$ cat config.mk
export PLATFORM = sky130hd
export DESIGN_NAME = miss_status_register_file_flat
export DESIGN_NICKNAME = d
export VERILOG_FILES = /design/src/hdl/msrf_pkg.sv /design/src/hdl/msrf_req_if.sv /design/src/hdl/msrf_rsp_if.sv /design/src/hdl/miss_status_register_file.sv /design/src/flat_wrapper.sv
export SDC_FILE = /design/constraint.sdc
export NUM_CORES = 2
export LEC_CHECK = 0
export BUFFER_PORTS_ARGS = -buffer_cell sky130_fd_sc_hd__buf_2
export CELL_PAD_IN_SITES_DETAIL_PLACEMENT = 2
export CELL_PAD_IN_SITES_GLOBAL_PLACEMENT = 2
export CORE_MARGIN = 1.5
export CORE_UTILIZATION = 40
export CTS_BUF_LIST = sky130_fd_sc_hd__clkbuf_4
export DETAILED_ROUTE_END_ITERATION = 10
export HOLD_SLACK_MARGIN = 0.1
export MAX_ROUTING_LAYER = met4
export PLACE_DENSITY = 0.82
export SYNTH_ARGS = -nofsm -noshare
export SYNTH_HDL_FRONTEND = slang
export SYNTH_SLANG_ARGS = --single-unit
$ cat constraint.sdc
create_clock -name clk_i -period 27.2 [get_ports clk_i]
set_input_delay 2.72 -clock clk_i [delete_from_list [all_inputs] [get_ports clk_i]]
set_output_delay 2.72 -clock clk_i [all_outputs]
set_load 0.02 [all_outputs]
$ cat src/hdl/msrf_pkg.sv
package msrf_pkg;

  localparam int NumEntries = 16;
  localparam int IdxW       = 4;
  localparam int CntW       = 5;
  localparam int AddrW      = 48;
  localparam int LenW       = 13;
  localparam int ThrW       = 2;

  // operation codes
  localparam logic [3:0] MD_ALLOC     = 4'd0;
  localparam logic [3:0] MD_ALLOC_SVC = 4'd1;
  localparam logic [3:0] MD_MATCH     = 4'd2;
  localparam logic [3:0] MD_OVERLAP   = 4'd3;
  localparam logic [3:0] MD_SERVICE   = 4'd4;
  localparam logic [3:0] MD_REPEND    = 4'd5;
  localparam logic [3:0] MD_FREE      = 4'd6;
  localparam logic [3:0] MD_TO_FRONT  = 4'd7;
  localparam logic [3:0] MD_FRONT     = 4'd8;
  localparam logic [3:0] MD_SQUASH    = 4'd9;

  // status codes
  localparam logic [1:0] ST_OK       = 2'd0;
  localparam logic [1:0] ST_FULL     = 2'd1;
  localparam logic [1:0] ST_NONE     = 2'd2;
  localparam logic [1:0] ST_NO_ALLOC = 2'd3;

  // configuration register indexes
  localparam logic REG_BLOCK_SIZE = 1'b0;
  localparam logic REG_ENTRIES    = 1'b1;

  typedef struct packed {
    logic [AddrW-1:0] addr;
    logic [LenW-1:0]  len;
    logic             buf_only;
    logic             copy;
    logic [AddrW-1:0] dest;
    logic [ThrW-1:0]  thread;
  } entry_t;

  // true when span [start, start+slen) and [p, p+plen) intersect
  function automatic logic span_hit(logic [AddrW-1:0] start, logic [LenW-1:0] slen,
                                    logic [AddrW-1:0] p, logic [LenW-1:0] plen);
    if (start < p) return (p - start) < AddrW'(slen);
    return (start - p) < AddrW'(plen);
  endfunction

endpackage

$ cat src/hdl/msrf_req_if.sv
interface msrf_req_if;
  import msrf_pkg::*;
  logic             valid;
  logic             ready;
  logic [3:0]       mode;
  logic [AddrW-1:0] address;
  logic [LenW-1:0]  length;
  logic             no_response;
  logic             is_copy;
  logic [AddrW-1:0] copy_dest;
  logic [IdxW-1:0]  entry_index;
  logic [ThrW-1:0]  thread_id;

  modport source (output valid, mode, address, length, no_response, is_copy, copy_dest,
                  entry_index, thread_id, input ready);
  modport sink (input valid, mode, address, length, no_response, is_copy, copy_dest,
                entry_index, thread_id, output ready);
endinterface

$ cat src/hdl/msrf_rsp_if.sv
interface msrf_rsp_if;
  import msrf_pkg::*;
  logic             valid;
  logic             ready;
  logic [1:0]       status;
  logic             found;
  logic [IdxW-1:0]  result_index;
  logic [AddrW-1:0] result_address;
  logic [CntW-1:0]  allocated_count;
  logic [CntW-1:0]  in_service_count;
  logic [CntW-1:0]  removed_count;

  modport source (output valid, status, found, result_index, result_address,
                  allocated_count, in_service_count, removed_count, input ready);
  modport sink (input valid, status, found, result_index, result_address,
                allocated_count, in_service_count, removed_count, output ready);
endinterface

$ cat src/hdl/miss_status_register_file.sv
// Miss-status holding register file.
// req_i carries one operation per transfer (allocate, match, overlap search,
// service/re-pend/free/move-to-front of an entry, pending front, thread squash).
// rsp_o returns exactly one result per operation, in order.
// cfg_we_i/cfg_idx_i/cfg_data_i write block size and usable entry count; write
// them only while no operation is in flight.
// Allocate and unknown codes go straight to the result register; entry
// operations first read their entry, then may make list passes. An allocation
// list pass reads the entry memory once per entry; a pending list pass needs no
// entry memory read. The longest operations are a free or a buffer-only service
// on a full table, which walk both lists; match and overlap searches read each
// entry visited. The single-port entry memory read sets this pace.
// One operation is worked on at a time; a new one is taken as soon as the
// previous result sits in the output register, even if rsp_o is stalled.
// A stalled rsp_o holds the result; a finished operation then waits for it.
// Reset empties the table and refills the free list; no clearing pass.
module miss_status_register_file (
  input  logic                    clk_i,
  input  logic                    rst_ni,
  input  logic                    cfg_we_i,
  input  logic                    cfg_idx_i,
  input  logic [msrf_pkg::CntW-1:0] cfg_data_i,
  msrf_req_if.sink                req_i,
  msrf_rsp_if.source              rsp_o
);
  import msrf_pkg::*;

  typedef enum logic [8:0] {
    S_IDLE  = 9'b000000001,
    S_ERD   = 9'b000000010,
    S_ARD   = 9'b000000100,
    S_ACK   = 9'b000001000,
    S_PPASS = 9'b000010000,
    S_SRD   = 9'b000100000,
    S_SCK   = 9'b001000000,
    S_FRONT = 9'b010000000,
    S_FIN   = 9'b100000000
  } state_e;

  state_e state_q, state_d;

  // configuration
  logic [3:0]      bsz_q;
  logic [CntW-1:0] eiu_q;

  // entry payload memory
  entry_t          mem_q [NumEntries];
  entry_t          rd_data_q;
  logic [IdxW-1:0] rd_addr;
  logic            mem_we;
  logic [IdxW-1:0] mem_waddr;
  entry_t          mem_wdata;

  // per-entry flags and lists
  logic [NumEntries-1:0] valid_q, valid_d, insvc_q, insvc_d;
  logic [IdxW-1:0] alloc_q [NumEntries];
  logic [IdxW-1:0] alloc_d [NumEntries];
  logic [IdxW-1:0] pend_q [NumEntries];
  logic [IdxW-1:0] pend_d [NumEntries];
  logic [IdxW-1:0] free_q [NumEntries];
  logic [IdxW-1:0] free_d [NumEntries];
  logic [CntW-1:0] alloc_len_q, alloc_len_d, pend_len_q, pend_len_d;
  logic [CntW-1:0] busy_q, busy_d, free_top_q, free_top_d;

  // walk state
  logic [CntW-1:0] r_q, r_d, w_q, w_d;
  logic [IdxW-1:0] cur_q, cur_d, carry_q, carry_d;

  // latched operation
  logic [3:0]       mode_q, mode_d;
  logic [AddrW-1:0] addr_q, addr_d;
  logic [LenW-1:0]  len_q, len_d;
  logic [IdxW-1:0]  eidx_q, eidx_d;
  logic [ThrW-1:0]  thr_q, thr_d;

  // working result
  logic [1:0]       status_q, status_d;
  logic             found_q, found_d;
  logic [IdxW-1:0]  ridx_q, ridx_d;
  logic [AddrW-1:0] raddr_q, raddr_d;
  logic [CntW-1:0]  removed_q, removed_d;

  // output register
  logic             out_valid_q, out_valid_d;
  logic [1:0]       o_status_q;
  logic             o_found_q;
  logic [IdxW-1:0]  o_ridx_q;
  logic [AddrW-1:0] o_raddr_q;
  logic [CntW-1:0]  o_alloc_q, o_busy_q, o_removed_q;
  logic             o_load;

  logic accept;
  assign req_i.ready = (state_q == S_IDLE);
  assign accept      = req_i.valid && req_i.ready;

  // configuration writes
  always_ff @(posedge clk_i or negedge rst_ni) begin
    if (!rst_ni) begin
      bsz_q <= 4'd6;
      eiu_q <= CntW'(NumEntries);
    end else if (cfg_we_i) begin
      case (cfg_idx_i)
        REG_BLOCK_SIZE: bsz_q <= cfg_data_i[3:0];
        REG_ENTRIES:    eiu_q <= cfg_data_i;
        default: ;
      endcase
    end
  end

  // entry memory: one write, one registered read
  always_ff @(posedge clk_i) begin
    if (mem_we) mem_q[mem_waddr] <= mem_wdata;
    rd_data_q <= mem_q[rd_addr];
  end

  // sequencer
  always_comb begin
    logic [CntW-1:0] limit;
    logic [IdxW-1:0] n;
    logic [IdxW-1:0] e;
    logic            kill;
    logic            hit;
    logic [CntW-1:0] len;

    state_d     = state_q;
    valid_d     = valid_q;
    insvc_d     = insvc_q;
    alloc_d     = alloc_q;
    pend_d      = pend_q;
    free_d      = free_q;
    alloc_len_d = alloc_len_q;
    pend_len_d  = pend_len_q;
    busy_d      = busy_q;
    free_top_d  = free_top_q;
    r_d         = r_q;
    w_d         = w_q;
    cur_d       = cur_q;
    carry_d     = carry_q;
    mode_d      = mode_q;
    addr_d      = addr_q;
    len_d       = len_q;
    eidx_d      = eidx_q;
    thr_d       = thr_q;
    status_d    = status_q;
    found_d     = found_q;
    ridx_d      = ridx_q;
    raddr_d     = raddr_q;
    removed_d   = removed_q;
    out_valid_d = out_valid_q;
    o_load      = 1'b0;
    rd_addr     = '0;
    mem_we      = 1'b0;
    mem_waddr   = '0;
    mem_wdata   = '0;
    limit = (eiu_q < CntW'(NumEntries)) ? eiu_q : CntW'(NumEntries);
    n     = free_q[IdxW'(free_top_q - 5'd1)];
    e     = eidx_q;
    kill  = 1'b0;
    hit   = 1'b0;
    len   = (mode_q == MD_MATCH) ? alloc_len_q : pend_len_q;

    // drop the output once taken
    if (rsp_o.ready) out_valid_d = 1'b0;

    case (state_q)
      S_IDLE: begin
        // issue the entry read for entry operations and pending front
        rd_addr = (req_i.mode == MD_FRONT) ? pend_q[0] : req_i.entry_index;
        if (accept) begin
          mode_d    = req_i.mode;
          addr_d    = req_i.address;
          len_d     = req_i.length;
          eidx_d    = req_i.entry_index;
          thr_d     = req_i.thread_id;
          status_d  = ST_OK;
          found_d   = 1'b0;
          ridx_d    = '0;
          raddr_d   = '0;
          removed_d = '0;
          r_d       = '0;
          w_d       = '0;
          state_d   = S_FIN;
          case (req_i.mode)
            MD_ALLOC, MD_ALLOC_SVC: begin
              if (alloc_len_q >= limit || free_top_q == '0) begin
                status_d = ST_FULL;
              end else begin
                mem_we              = 1'b1;
                mem_waddr           = n;
                mem_wdata.addr      = req_i.address & ({AddrW{1'b1}} << bsz_q);
                mem_wdata.thread    = req_i.thread_id;
                free_top_d          = free_top_q - 5'd1;
                valid_d[n]          = 1'b1;
                alloc_d[alloc_len_q[IdxW-1:0]] = n;
                alloc_len_d         = alloc_len_q + 5'd1;
                if (req_i.mode == MD_ALLOC) begin
                  mem_wdata.len      = req_i.length;
                  mem_wdata.buf_only = req_i.no_response;
                  mem_wdata.copy     = req_i.is_copy;
                  mem_wdata.dest     = req_i.copy_dest;
                  insvc_d[n]         = 1'b0;
                  pend_d[pend_len_q[IdxW-1:0]] = n;
                  pend_len_d         = pend_len_q + 5'd1;
                end else begin
                  mem_wdata.len = (bsz_q > 4'd12) ? 13'd4096 : (13'd1 << bsz_q);
                  insvc_d[n]    = 1'b1;
                  busy_d        = busy_q + 5'd1;
                end
                ridx_d  = n;
                raddr_d = mem_wdata.addr;
              end
            end
            MD_MATCH, MD_OVERLAP: begin
              status_d = ST_NONE;
              state_d  = S_SRD;
            end
            MD_SERVICE, MD_REPEND, MD_FREE, MD_TO_FRONT: begin
              if (!valid_q[req_i.entry_index]) begin
                status_d = ST_NO_ALLOC;
              end else begin
                ridx_d  = req_i.entry_index;
                state_d = S_ERD;
              end
            end
            MD_FRONT: begin
              if (pend_len_q == '0) begin
                status_d = ST_NONE;
              end else begin
                found_d = 1'b1;
                ridx_d  = pend_q[0];
                state_d = S_ERD;
              end
            end
            MD_SQUASH: state_d = S_ARD;
            default: ;
          endcase
        end
      end

      S_ERD: begin
        raddr_d = rd_data_q.addr;
        state_d = S_FIN;
        case (mode_q)
          MD_SERVICE: begin
            if (!insvc_q[e]) begin
              if (rd_data_q.buf_only) begin
                valid_d[e]  = 1'b0;
                free_d[free_top_q[IdxW-1:0]] = e;
                free_top_d  = free_top_q + 5'd1;
                removed_d   = 5'd1;
                state_d     = S_ARD;
              end else begin
                insvc_d[e] = 1'b1;
                busy_d     = busy_q + 5'd1;
                state_d    = S_PPASS;
              end
            end
          end
          MD_REPEND: begin
            if (insvc_q[e]) begin
              insvc_d[e] = 1'b0;
              if (busy_q != '0) busy_d = busy_q - 5'd1;
              pend_d[pend_len_q[IdxW-1:0]] = e;
              pend_len_d = pend_len_q + 5'd1;
            end
          end
          MD_FREE: begin
            if (insvc_q[e] && busy_q != '0) busy_d = busy_q - 5'd1;
            insvc_d[e] = 1'b0;
            valid_d[e] = 1'b0;
            free_d[free_top_q[IdxW-1:0]] = e;
            free_top_d = free_top_q + 5'd1;
            removed_d  = 5'd1;
            state_d    = S_ARD;
          end
          MD_TO_FRONT: begin
            if (!insvc_q[e]) begin
              carry_d = e;
              state_d = S_FRONT;
            end
          end
          default: ;
        endcase
      end

      // compact the allocation list, releasing squashed entries
      S_ARD: begin
        rd_addr = alloc_q[r_q[IdxW-1:0]];
        if (r_q >= alloc_len_q) begin
          alloc_len_d = w_q;
          r_d         = '0;
          w_d         = '0;
          state_d     = S_PPASS;
        end else begin
          cur_d   = alloc_q[r_q[IdxW-1:0]];
          state_d = S_ACK;
        end
      end

      S_ACK: begin
        kill = (mode_q == MD_SQUASH) && (rd_data_q.thread == thr_q) &&
               valid_q[cur_q] && !insvc_q[cur_q];
        if (kill) begin
          valid_d[cur_q] = 1'b0;
          free_d[free_top_q[IdxW-1:0]] = cur_q;
          free_top_d = free_top_q + 5'd1;
          removed_d  = removed_q + 5'd1;
        end else if (valid_q[cur_q]) begin
          alloc_d[w_q[IdxW-1:0]] = cur_q;
          w_d = w_q + 5'd1;
        end
        r_d     = r_q + 5'd1;
        state_d = S_ARD;
      end

      // compact the pending list, keeping valid entries not in service
      S_PPASS: begin
        if (r_q >= pend_len_q) begin
          pend_len_d = w_q;
          state_d    = S_FIN;
        end else begin
          if (valid_q[pend_q[r_q[IdxW-1:0]]] && !insvc_q[pend_q[r_q[IdxW-1:0]]]) begin
            pend_d[w_q[IdxW-1:0]] = pend_q[r_q[IdxW-1:0]];
            w_d = w_q + 5'd1;
          end
          r_d = r_q + 5'd1;
        end
      end

      // search walk: read an entry, then check it
      S_SRD: begin
        rd_addr = (mode_q == MD_MATCH) ? alloc_q[r_q[IdxW-1:0]] : pend_q[r_q[IdxW-1:0]];
        if (r_q >= len) begin
          state_d = S_FIN;
        end else begin
          cur_d   = rd_addr;
          state_d = S_SCK;
        end
      end

      S_SCK: begin
        if (mode_q == MD_MATCH) begin
          hit = (rd_data_q.addr == addr_q);
        end else begin
          hit = span_hit(rd_data_q.addr, rd_data_q.len, addr_q, len_q) ||
                (rd_data_q.copy && span_hit(rd_data_q.dest, rd_data_q.len, addr_q, len_q));
        end
        if (hit) begin
          status_d = ST_OK;
          found_d  = 1'b1;
          ridx_d   = cur_q;
          raddr_d  = rd_data_q.addr;
          state_d  = S_FIN;
        end else begin
          r_d     = r_q + 5'd1;
          state_d = S_SRD;
        end
      end

      // shift the pending list down until the moved entry is reached
      S_FRONT: begin
        if (r_q >= pend_len_q) begin
          state_d = S_FIN;
        end else begin
          pend_d[r_q[IdxW-1:0]] = carry_q;
          carry_d = pend_q[r_q[IdxW-1:0]];
          r_d     = r_q + 5'd1;
          if (pend_q[r_q[IdxW-1:0]] == e) state_d = S_FIN;
        end
      end

      // hand the result to the output register when it is free
      S_FIN: begin
        if (!out_valid_q || rsp_o.ready) begin
          o_load      = 1'b1;
          out_valid_d = 1'b1;
          state_d     = S_IDLE;
        end
      end

      default: state_d = S_IDLE;
    endcase
  end

  // control state
  always_ff @(posedge clk_i or negedge rst_ni) begin
    if (!rst_ni) begin
      state_q     <= S_IDLE;
      valid_q     <= '0;
      insvc_q     <= '0;
      alloc_len_q <= '0;
      pend_len_q  <= '0;
      busy_q      <= '0;
      free_top_q  <= CntW'(NumEntries);
      for (int i = 0; i < NumEntries; i++) free_q[i] <= IdxW'(NumEntries - 1 - i);
      out_valid_q <= 1'b0;
    end else begin
      state_q     <= state_d;
      valid_q     <= valid_d;
      insvc_q     <= insvc_d;
      alloc_len_q <= alloc_len_d;
      pend_len_q  <= pend_len_d;
      busy_q      <= busy_d;
      free_top_q  <= free_top_d;
      free_q      <= free_d;
      out_valid_q <= out_valid_d;
    end
  end

  // payload registers
  always_ff @(posedge clk_i) begin
    alloc_q   <= alloc_d;
    pend_q    <= pend_d;
    r_q       <= r_d;
    w_q       <= w_d;
    cur_q     <= cur_d;
    carry_q   <= carry_d;
    mode_q    <= mode_d;
    addr_q    <= addr_d;
    len_q     <= len_d;
    eidx_q    <= eidx_d;
    thr_q     <= thr_d;
    status_q  <= status_d;
    found_q   <= found_d;
    ridx_q    <= ridx_d;
    raddr_q   <= raddr_d;
    removed_q <= removed_d;
    if (o_load) begin
      o_status_q  <= status_q;
      o_found_q   <= found_q;
      o_ridx_q    <= ridx_q;
      o_raddr_q   <= raddr_q;
      o_alloc_q   <= alloc_len_q;
      o_busy_q    <= busy_q;
      o_removed_q <= removed_q;
    end
  end

  assign rsp_o.valid            = out_valid_q;
  assign rsp_o.status           = o_status_q;
  assign rsp_o.found            = o_found_q;
  assign rsp_o.result_index     = o_ridx_q;
  assign rsp_o.result_address   = o_raddr_q;
  assign rsp_o.allocated_count  = o_alloc_q;
  assign rsp_o.in_service_count = o_busy_q;
  assign rsp_o.removed_count    = o_removed_q;

  // every allocated entry is pending or in service
  a_lists_balance: assert property (@(posedge clk_i) disable iff (!rst_ni)
    (state_q == S_IDLE) |-> (pend_len_q + busy_q == alloc_len_q))
    else $error("pending plus in-service count differs from allocated count");

  // allocated and free entries account for the whole table
  a_free_balance: assert property (@(posedge clk_i) disable iff (!rst_ni)
    (state_q == S_IDLE) |-> (alloc_len_q + free_top_q == CntW'(NumEntries)))
    else $error("free list and allocation list out of balance");

  // in-service count matches the flag vector
  a_busy_flags: assert property (@(posedge clk_i) disable iff (!rst_ni)
    (state_q == S_IDLE) |-> (CntW'($countones(insvc_q)) == busy_q))
    else $error("in-service count does not match entry flags");

  // a result is loaded only into a free or draining output register
  a_no_overwrite: assert property (@(posedge clk_i) disable iff (!rst_ni)
    (out_valid_q && !rsp_o.ready) |=> (out_valid_q && $stable(o_raddr_q)))
    else $error("stalled result overwritten");

endmodule

$ cat src/flat_wrapper.sv
// flat-port wrapper written by rule: the top's interface ports become plain ports
module miss_status_register_file_flat import msrf_pkg::*;
  (clk_i, rst_ni, cfg_we_i, cfg_idx_i, cfg_data_i, req_i_valid, req_i_mode, req_i_address, req_i_length, req_i_no_response, req_i_is_copy, req_i_copy_dest, req_i_entry_index, req_i_thread_id, req_i_ready, rsp_o_valid, rsp_o_status, rsp_o_found, rsp_o_result_index, rsp_o_result_address, rsp_o_allocated_count, rsp_o_in_service_count, rsp_o_removed_count, rsp_o_ready);
  msrf_req_if req_i_i ();
  msrf_rsp_if rsp_o_i ();
  input  logic clk_i;
  input  logic rst_ni;
  input  logic cfg_we_i;
  input  logic cfg_idx_i;
  input  logic [msrf_pkg::CntW-1:0] cfg_data_i;
  input wire logic [$bits(req_i_i.valid)-1:0] req_i_valid;
  input wire logic [$bits(req_i_i.mode)-1:0] req_i_mode;
  input wire logic [$bits(req_i_i.address)-1:0] req_i_address;
  input wire logic [$bits(req_i_i.length)-1:0] req_i_length;
  input wire logic [$bits(req_i_i.no_response)-1:0] req_i_no_response;
  input wire logic [$bits(req_i_i.is_copy)-1:0] req_i_is_copy;
  input wire logic [$bits(req_i_i.copy_dest)-1:0] req_i_copy_dest;
  input wire logic [$bits(req_i_i.entry_index)-1:0] req_i_entry_index;
  input wire logic [$bits(req_i_i.thread_id)-1:0] req_i_thread_id;
  output wire logic [$bits(req_i_i.ready)-1:0] req_i_ready;
  output wire logic [$bits(rsp_o_i.valid)-1:0] rsp_o_valid;
  output wire logic [$bits(rsp_o_i.status)-1:0] rsp_o_status;
  output wire logic [$bits(rsp_o_i.found)-1:0] rsp_o_found;
  output wire logic [$bits(rsp_o_i.result_index)-1:0] rsp_o_result_index;
  output wire logic [$bits(rsp_o_i.result_address)-1:0] rsp_o_result_address;
  output wire logic [$bits(rsp_o_i.allocated_count)-1:0] rsp_o_allocated_count;
  output wire logic [$bits(rsp_o_i.in_service_count)-1:0] rsp_o_in_service_count;
  output wire logic [$bits(rsp_o_i.removed_count)-1:0] rsp_o_removed_count;
  input wire logic [$bits(rsp_o_i.ready)-1:0] rsp_o_ready;
  assign req_i_i.valid = req_i_valid;
  assign req_i_i.mode = req_i_mode;
  assign req_i_i.address = req_i_address;
  assign req_i_i.length = req_i_length;
  assign req_i_i.no_response = req_i_no_response;
  assign req_i_i.is_copy = req_i_is_copy;
  assign req_i_i.copy_dest = req_i_copy_dest;
  assign req_i_i.entry_index = req_i_entry_index;
  assign req_i_i.thread_id = req_i_thread_id;
  assign req_i_ready = req_i_i.ready;
  assign rsp_o_valid = rsp_o_i.valid;
  assign rsp_o_status = rsp_o_i.status;
  assign rsp_o_found = rsp_o_i.found;
  assign rsp_o_result_index = rsp_o_i.result_index;
  assign rsp_o_result_address = rsp_o_i.result_address;
  assign rsp_o_allocated_count = rsp_o_i.allocated_count;
  assign rsp_o_in_service_count = rsp_o_i.in_service_count;
  assign rsp_o_removed_count = rsp_o_i.removed_count;
  assign rsp_o_i.ready = rsp_o_ready;
  miss_status_register_file u_core (.clk_i(clk_i), .rst_ni(rst_ni), .cfg_we_i(cfg_we_i), .cfg_idx_i(cfg_idx_i), .cfg_data_i(cfg_data_i), .req_i(req_i_i), .rsp_o(rsp_o_i));
endmodule
# [Word level (Yosys, flattened, before mapping)]
# Memories as Yosys holds them, arrays and structs flattened. A register that Yosys moved wholly into a read port is not among the register bits.
# Cells that the tools add are included.
[word_totals] register_bits=482 mem_count=1 mem_bits_rw=1808 out_inout_bits=72
[memory_table] memory="u_core.mem_q" depth=16 word_bits=113 read_ports=1 rd_clocked_by_memory_dff=1 wr=1 line="miss_status_register_file.sv:47" source="entry_t mem_q [NumEntries];"
[op_classes] add_sub_neg=13 reduce_logical=61 n_lt_le_gt_ge=31 shifts=2 bitwise_logic=18 muxes=219 n_eq_ne=59
[op_table] op="two-way mux 64 bit" n=17
[op_table] op="bitwise mux 64 bit" n=8
[op_table] op="two-way mux 113 bit" n=4
[op_table] op="one-hot mux 64 bit (2 select lines)" n=3
[op_table] op="one-hot mux 64 bit (4 select lines)" n=1
[op_table] op="two-way mux 16 bit" n=13
[op_table] op="two-way mux 5 bit" n=41
[op_table] op="< comparator 48 x 13 -> 1 bit" n=4
[op_table] op="two-way mux 48 bit" n=4
[op_table] op="subtractor 48 bit" n=4
[op_table] op="one-hot mux 48 bit (3 select lines)" n=1
[op_table] op="two-way mux 4 bit" n=26
[op_table] op="two-way mux 9 bit" n=11
[op_table] op="< comparator 48 bit" n=2
[op_table] op="one-hot mux 16 bit (3 select lines)" n=2
[op_table] op="one-hot mux 9 bit (9 select lines)" n=1
[op_table] op="demux 4 bit (select 4 bit)" n=5
[op_table] op="AND 16 bit" n=4
[op_table] op="one-hot mux 16 bit (2 select lines)" n=2
[op_table] op="one-hot mux 5 bit (3 select lines)" n=4
[op_table] op="two-way mux 50 bit" n=1
[op_table] op="AND 48 bit" n=1
[op_table] op="binary-select mux 4 bit (select 4 bit)" n=3
[op_table] op="equality test 48 bit" n=1
[op_table] op="other kinds (71)" n=240

# [Longest topological paths before layout]
[logic_depth] word_depth=16 mapped_depth=23 depth_no_buf=23

# [Least setup slack after synthesis]
# Ideal clock, no wire load.
[synth_path] path_type="input to register" startpoint="input req_i_mode[3]" endpoint="memory u_core.mem_q[15][0] (netlist name) (enable)" arrival_ps=8962 required_time_ps=26613 stages=5 path_slack_ps=17651 setup_time_ps=587 cell_sequence="clkbuf_1 > nor4_1 > nand2_1 > clkbuf_1 > nor2_1"
[synth_via] elab_chain_len=7
[synth_lines] element="start, declared" line="flat_wrapper.sv:12" source="input wire logic [$bits(req_i_i.mode)-1:0] req_i_mode;"
[synth_lines] element="equality test 4 x 1 -> 1 bit / logical NOT 4 bit (equally long branches)" line="miss_status_register_file.sv:183" source="case (req_i.mode)"
[synth_lines] element="OR reduction 2 bit (*)" line="miss_status_register_file.sv:183"
[synth_lines] element="two-way mux 1 bit" line="miss_status_register_file.sv:183"
[synth_lines] element="two-way mux 1 bit" line="miss_status_register_file.sv:169" source="if (accept) begin"
[synth_lines] element="two-way mux 1 bit" line="miss_status_register_file.sv:165" source="case (state_q)"
[synth_lines] element="two-way mux 1 bit" line="miss_status_register_file.sv:112" source="if (mem_we) mem_q[mem_waddr] <= mem_wdata;"
[synth_lines] element="two-way mux 1 bit (not written as such)" line="miss_status_register_file.sv:112"
[synth_lines] element="end, declared" line="miss_status_register_file.sv:47"
# Mark *: on every way between the ends. The rest lies on a longest branch, timed or not.

# [Worst setup path in the final report]
[layout_path] startpoint="register u_core.r_q[0]" endpoint="register, netlist name u_core.rd_data_q[11]"
[layout_via] elab_chain_len=6
[layout_lines] element="start, declared" line="miss_status_register_file.sv:66" source="logic [CntW-1:0] r_q, r_d, w_q, w_d;"
[layout_lines] element="start signal, assigned" line="miss_status_register_file.sv:414" source="r_q <= r_d;"
[layout_lines] element="NOT 4 -> 5 bit (not written as such) (*)" line="miss_status_register_file.sv:288, miss_status_register_file.sv:332"
[layout_lines] element="binary-select mux 4 bit (select 4 bit) (on tied branches)" line="miss_status_register_file.sv:332, miss_status_register_file.sv:288"
[layout_lines] element="two-way mux 4 bit (on tied branches) (2 in series)" line="miss_status_register_file.sv:332, miss_status_register_file.sv:288"
[layout_lines] element="two-way mux 4 bit" line="miss_status_register_file.sv:332" source="rd_addr = (mode_q == MD_MATCH) ? alloc_q[r_q[IdxW-1:0]] : pend_q[r_q[IdxW-1:0]];"
[layout_lines] element="one-hot mux 4 bit (3 select lines) (*)" line="miss_status_register_file.sv:165"
# Mark *: on every way between the ends. The rest lies on a longest branch, timed or not. The select of a mux whose other input is x is not followed.
# A chain may end at the register's enable or synchronous reset.

==> results.md <==
- DRT Wirelength: just over 500 mm
- Synthesized flop and latch total: 2403
- Design Area, Final: around 130000 um2
- Critical Path RT: about 29 ns
- Setup crit end: u_core.rd_data_q[11]
- Min Tclk post-route: 8.23 ns
- Sequential area share after synthesis: between 60% and 70%
- Setup crit end kind: flop
- Final Max Slew Viols: 0
- CTS tree: yes
- Maximum clock path buffer count: 4
- Grt total ovfl: 0
- Leak pwr: around 43 nW
- Initial Util: 40.2%
- Commonest non-fill, non-tap cell in the layout: edfxtp_1
- Syn avg cell area: approximately 12 um2
- Post-synth EDFFs: 2155
- Final-report hold violation count: 0
- CP Launch Type: flop
- Pre-Repair DR Iteration Count: 6
- Top delay family on crit path: buffers and inverters
- Overall routing resource usage: between 30% and 40%
- Wire per inst: 35.5 um
- Run status: completed
- Clk Latency, worst-skew pair: between 1.5 and 2 ns
- Final setup TNS: 0 ns
- Slowest library cell on the worst path: edfxtp_1
- Die height: ~540 um
- WS Path Type: reg2reg
- Cts bufs inserted: 654
- Nets: about 10k
- Initial antenna violation count: 31
- # DRC: 0
- Peak supply drop: 101 uV
- GPL Wtd Cong: slightly above 1
- DR vias/cell: between 6 and 7
- R2r worst-path depth: 13
- Hold-fix buffers at CTS: 0
- Highest-count cells in the layout ignoring fill and taps: edfxtp_1 (2155), nand2_1 (1257), clkbuf_4 (1004)
- DR vias: ~92k
- Layout cell share with drive strength beyond 1: between 15 and 20%
- Die width: between 500 and 600 um
- Levels on crit path: 13
- Root buffer cell: clkbuf_4
- Critical Path Source: u_core.r_q[0]
- Flop2flop setup slack: 18.97 ns
- Area added between synthesis and finish: 11.9%
- Net count after synthesis: between 10k and 15k
- Critical-path maximum fanout: 173
- Clk pin slew, worst setup/hold paths: around 0.07 ns
- Top FF cell, synth: edfxtp_1
- H-tree levels: 6
- Setup violators final: 0
- IO buf count: between 200 and 250
- Core Area: 284000 um2
- Warnings, synthesis: 0
- PwrDens: roughly 120 nW/um2
- Most frequent CP cell: buf_4
- Async set-or-reset flop fraction in the synthesized netlist: under 10%
- Mapped Cells: around 9.6k
- Slew @ Worst Pin: 1.46 ns
- Tcrit/Tclk final: between 30% and 40%
- HPWL after DPL: between 300 and 400 mm
- Antenna-violating nets left: 0
- Cell Area, Placed: roughly 120000 um2
- Critical path cell sequence: buf_4 > mux4_2 > mux4_2 > mux2i_1 > o21ai_4 > buf_12 > buf_4 > buf_12 > buf_4 > a211oi_1 > a311oi_1 > a211oi_1 > a21oi_1
- Hold_ws: 0.391 ns
- Mapped Area: approximately 110000 um2
- Critical Path AT: ~9.6 ns
- R2r endpoint: u_core.rd_data_q[11]
- Clk_skew: 0.193 ns
- I/O pins: between 200 and 250
- Buf/Inv on CP: 5
- Slew headroom: approximately 2.4%
- Max Fclk: about 120 MHz
- Max Cap Violations: 0
- Largest net degree at the start of global routing: about 190
- Setup repair bufs after CTS: 0
- Unrepaired setup endpoints after global routing: false
- Cell Rows: about 200
- Largest stage delay on the critical path: between 1 and 1.5 ns
- Cell variety after synth: 95
- First-pass GRT wire length: 720 mm
- Vias in the first global route: a little under 100k
- Die area: 289000 um2
- Sink Count: about 2.4k
- HP Class: reg2reg
- Crit Reg-Reg Startpoint: u_core.r_q[0]
- Starting DRT DRC Count: 10.1k
- Post-CTS sizing: 0
-- through the flow --
step           total power, mW  setup WS (ns)  utilization (%)  std cells
4_1_cts                   15.3          19.10             44.9      14200
3_5_place_dp              11.6          17.93             41.8      13000
3_3_place_gp              11.2          18.12             41.8      13000
2_1_floorplan             8.89          17.65                -       9594
5_1_grt                   16.1          18.65             44.9      14300
6_report                  15.5          18.97             44.9      14300
-- registers in the layout, indices dropped and copies added, names as in the netlist, 13 cells and up, named ones only --
signal,flops
u_core.pend_q,64
u_core.rd_data_q,113
u_core.rsp_o.result_address,48
u_core.len_q,13
u_core.valid_q,16
u_core.addr_q,48
u_core.alloc_q,64
u_core.free_q,64
u_core.raddr_q,48
u_core.mem_q,1808
-- logic make-up (layout without fill, tap and decap cells) --
kind of cell / count (synthesis) / after routing / share of synthesized area (%)
buffers and inverters: 927 / 1783 / 3.16
adders and majority gates: 288 / 288 / 3.18
xor gates and xnor gates: 128 / 128 / 0.981
and+or+nand+nor: 2753 / 2753 / 11.4
other: 0 / 47 / 0
AOI/OAI and AO/OA: 2765 / 2765 / 15.9
muxes: 330 / 330 / 3.76
DFF: 2403 / 2403 / 61.6
-- how the worst min path moves through the flow --
stage | startpoint | endpoint | slack [ns] | cells past startpoint
detailed placement | u_core.ridx_q[3] | u_core.rsp_o.result_index[3] | 0.41 | 0
finish | u_core.raddr_q[12] | u_core.rsp_o.result_address[12] | 0.39 | 0
floorplan | u_core.found_q | u_core.rsp_o.found | 0.40 | 0
global route | u_core.raddr_q[28] | u_core.rsp_o.result_address[28] | 0.42 | 0
CTS | u_core.raddr_q[30] | u_core.rsp_o.result_address[30] | 0.41 | 0
global placement | u_core.raddr_q[45] | u_core.rsp_o.result_address[45] | 0.40 | 0
-- layout make-up --
cell class              count  area, um2
clock buffers            1004       7540
clock inverters           178       1220
well taps                3762       4710
fillers                 28600     157000
flip-flops and latches   2403      70400
repair buffers            359       2340
multi-input cells        6264      40500
inverters                 242        911
diodes                     47        118
-- synth_stat cells (233+ instances only) --
| cell type | instances | area share [%] |
|---|---|---|
| clkbuf_1 | 567 | 1.9 |
| nor2_1 | 367 | 1.2 |
| ha_1 | 283 | 3.1 |
| a21oi_1 | 680 | 3.0 |
| and2_1 | 477 | 2.6 |
| nand2_1 | 1258 | 4.1 |
| a311oi_1 | 233 | 1.8 |
| a211oi_1 | 588 | 3.9 |
| a31oi_1 | 348 | 1.9 |
| o21ai_0 | 333 | 1.5 |
| inv_1 | 239 | 0.79 |
| edfxtp_1 | 2155 | 57 |
-- where the power goes --
group	leakage, nW	internal, mW	switching (mW)
clock	5.17	1.78	1.82
combinational	18.1	2.08	5.08
sequential	19.6	4.34	0.417
-- per-layer routing --
layer,global-route usage (%),vias up,part of all wire (%)
met5,-,-,0
met1,41.1,48400,38
met3,7.18,1446,7.9
met4,20.4,0,6.1
li1,-,37700,-
met2,56.3,4797,48
Note: power is estimated with default switching activity, not from simulation.
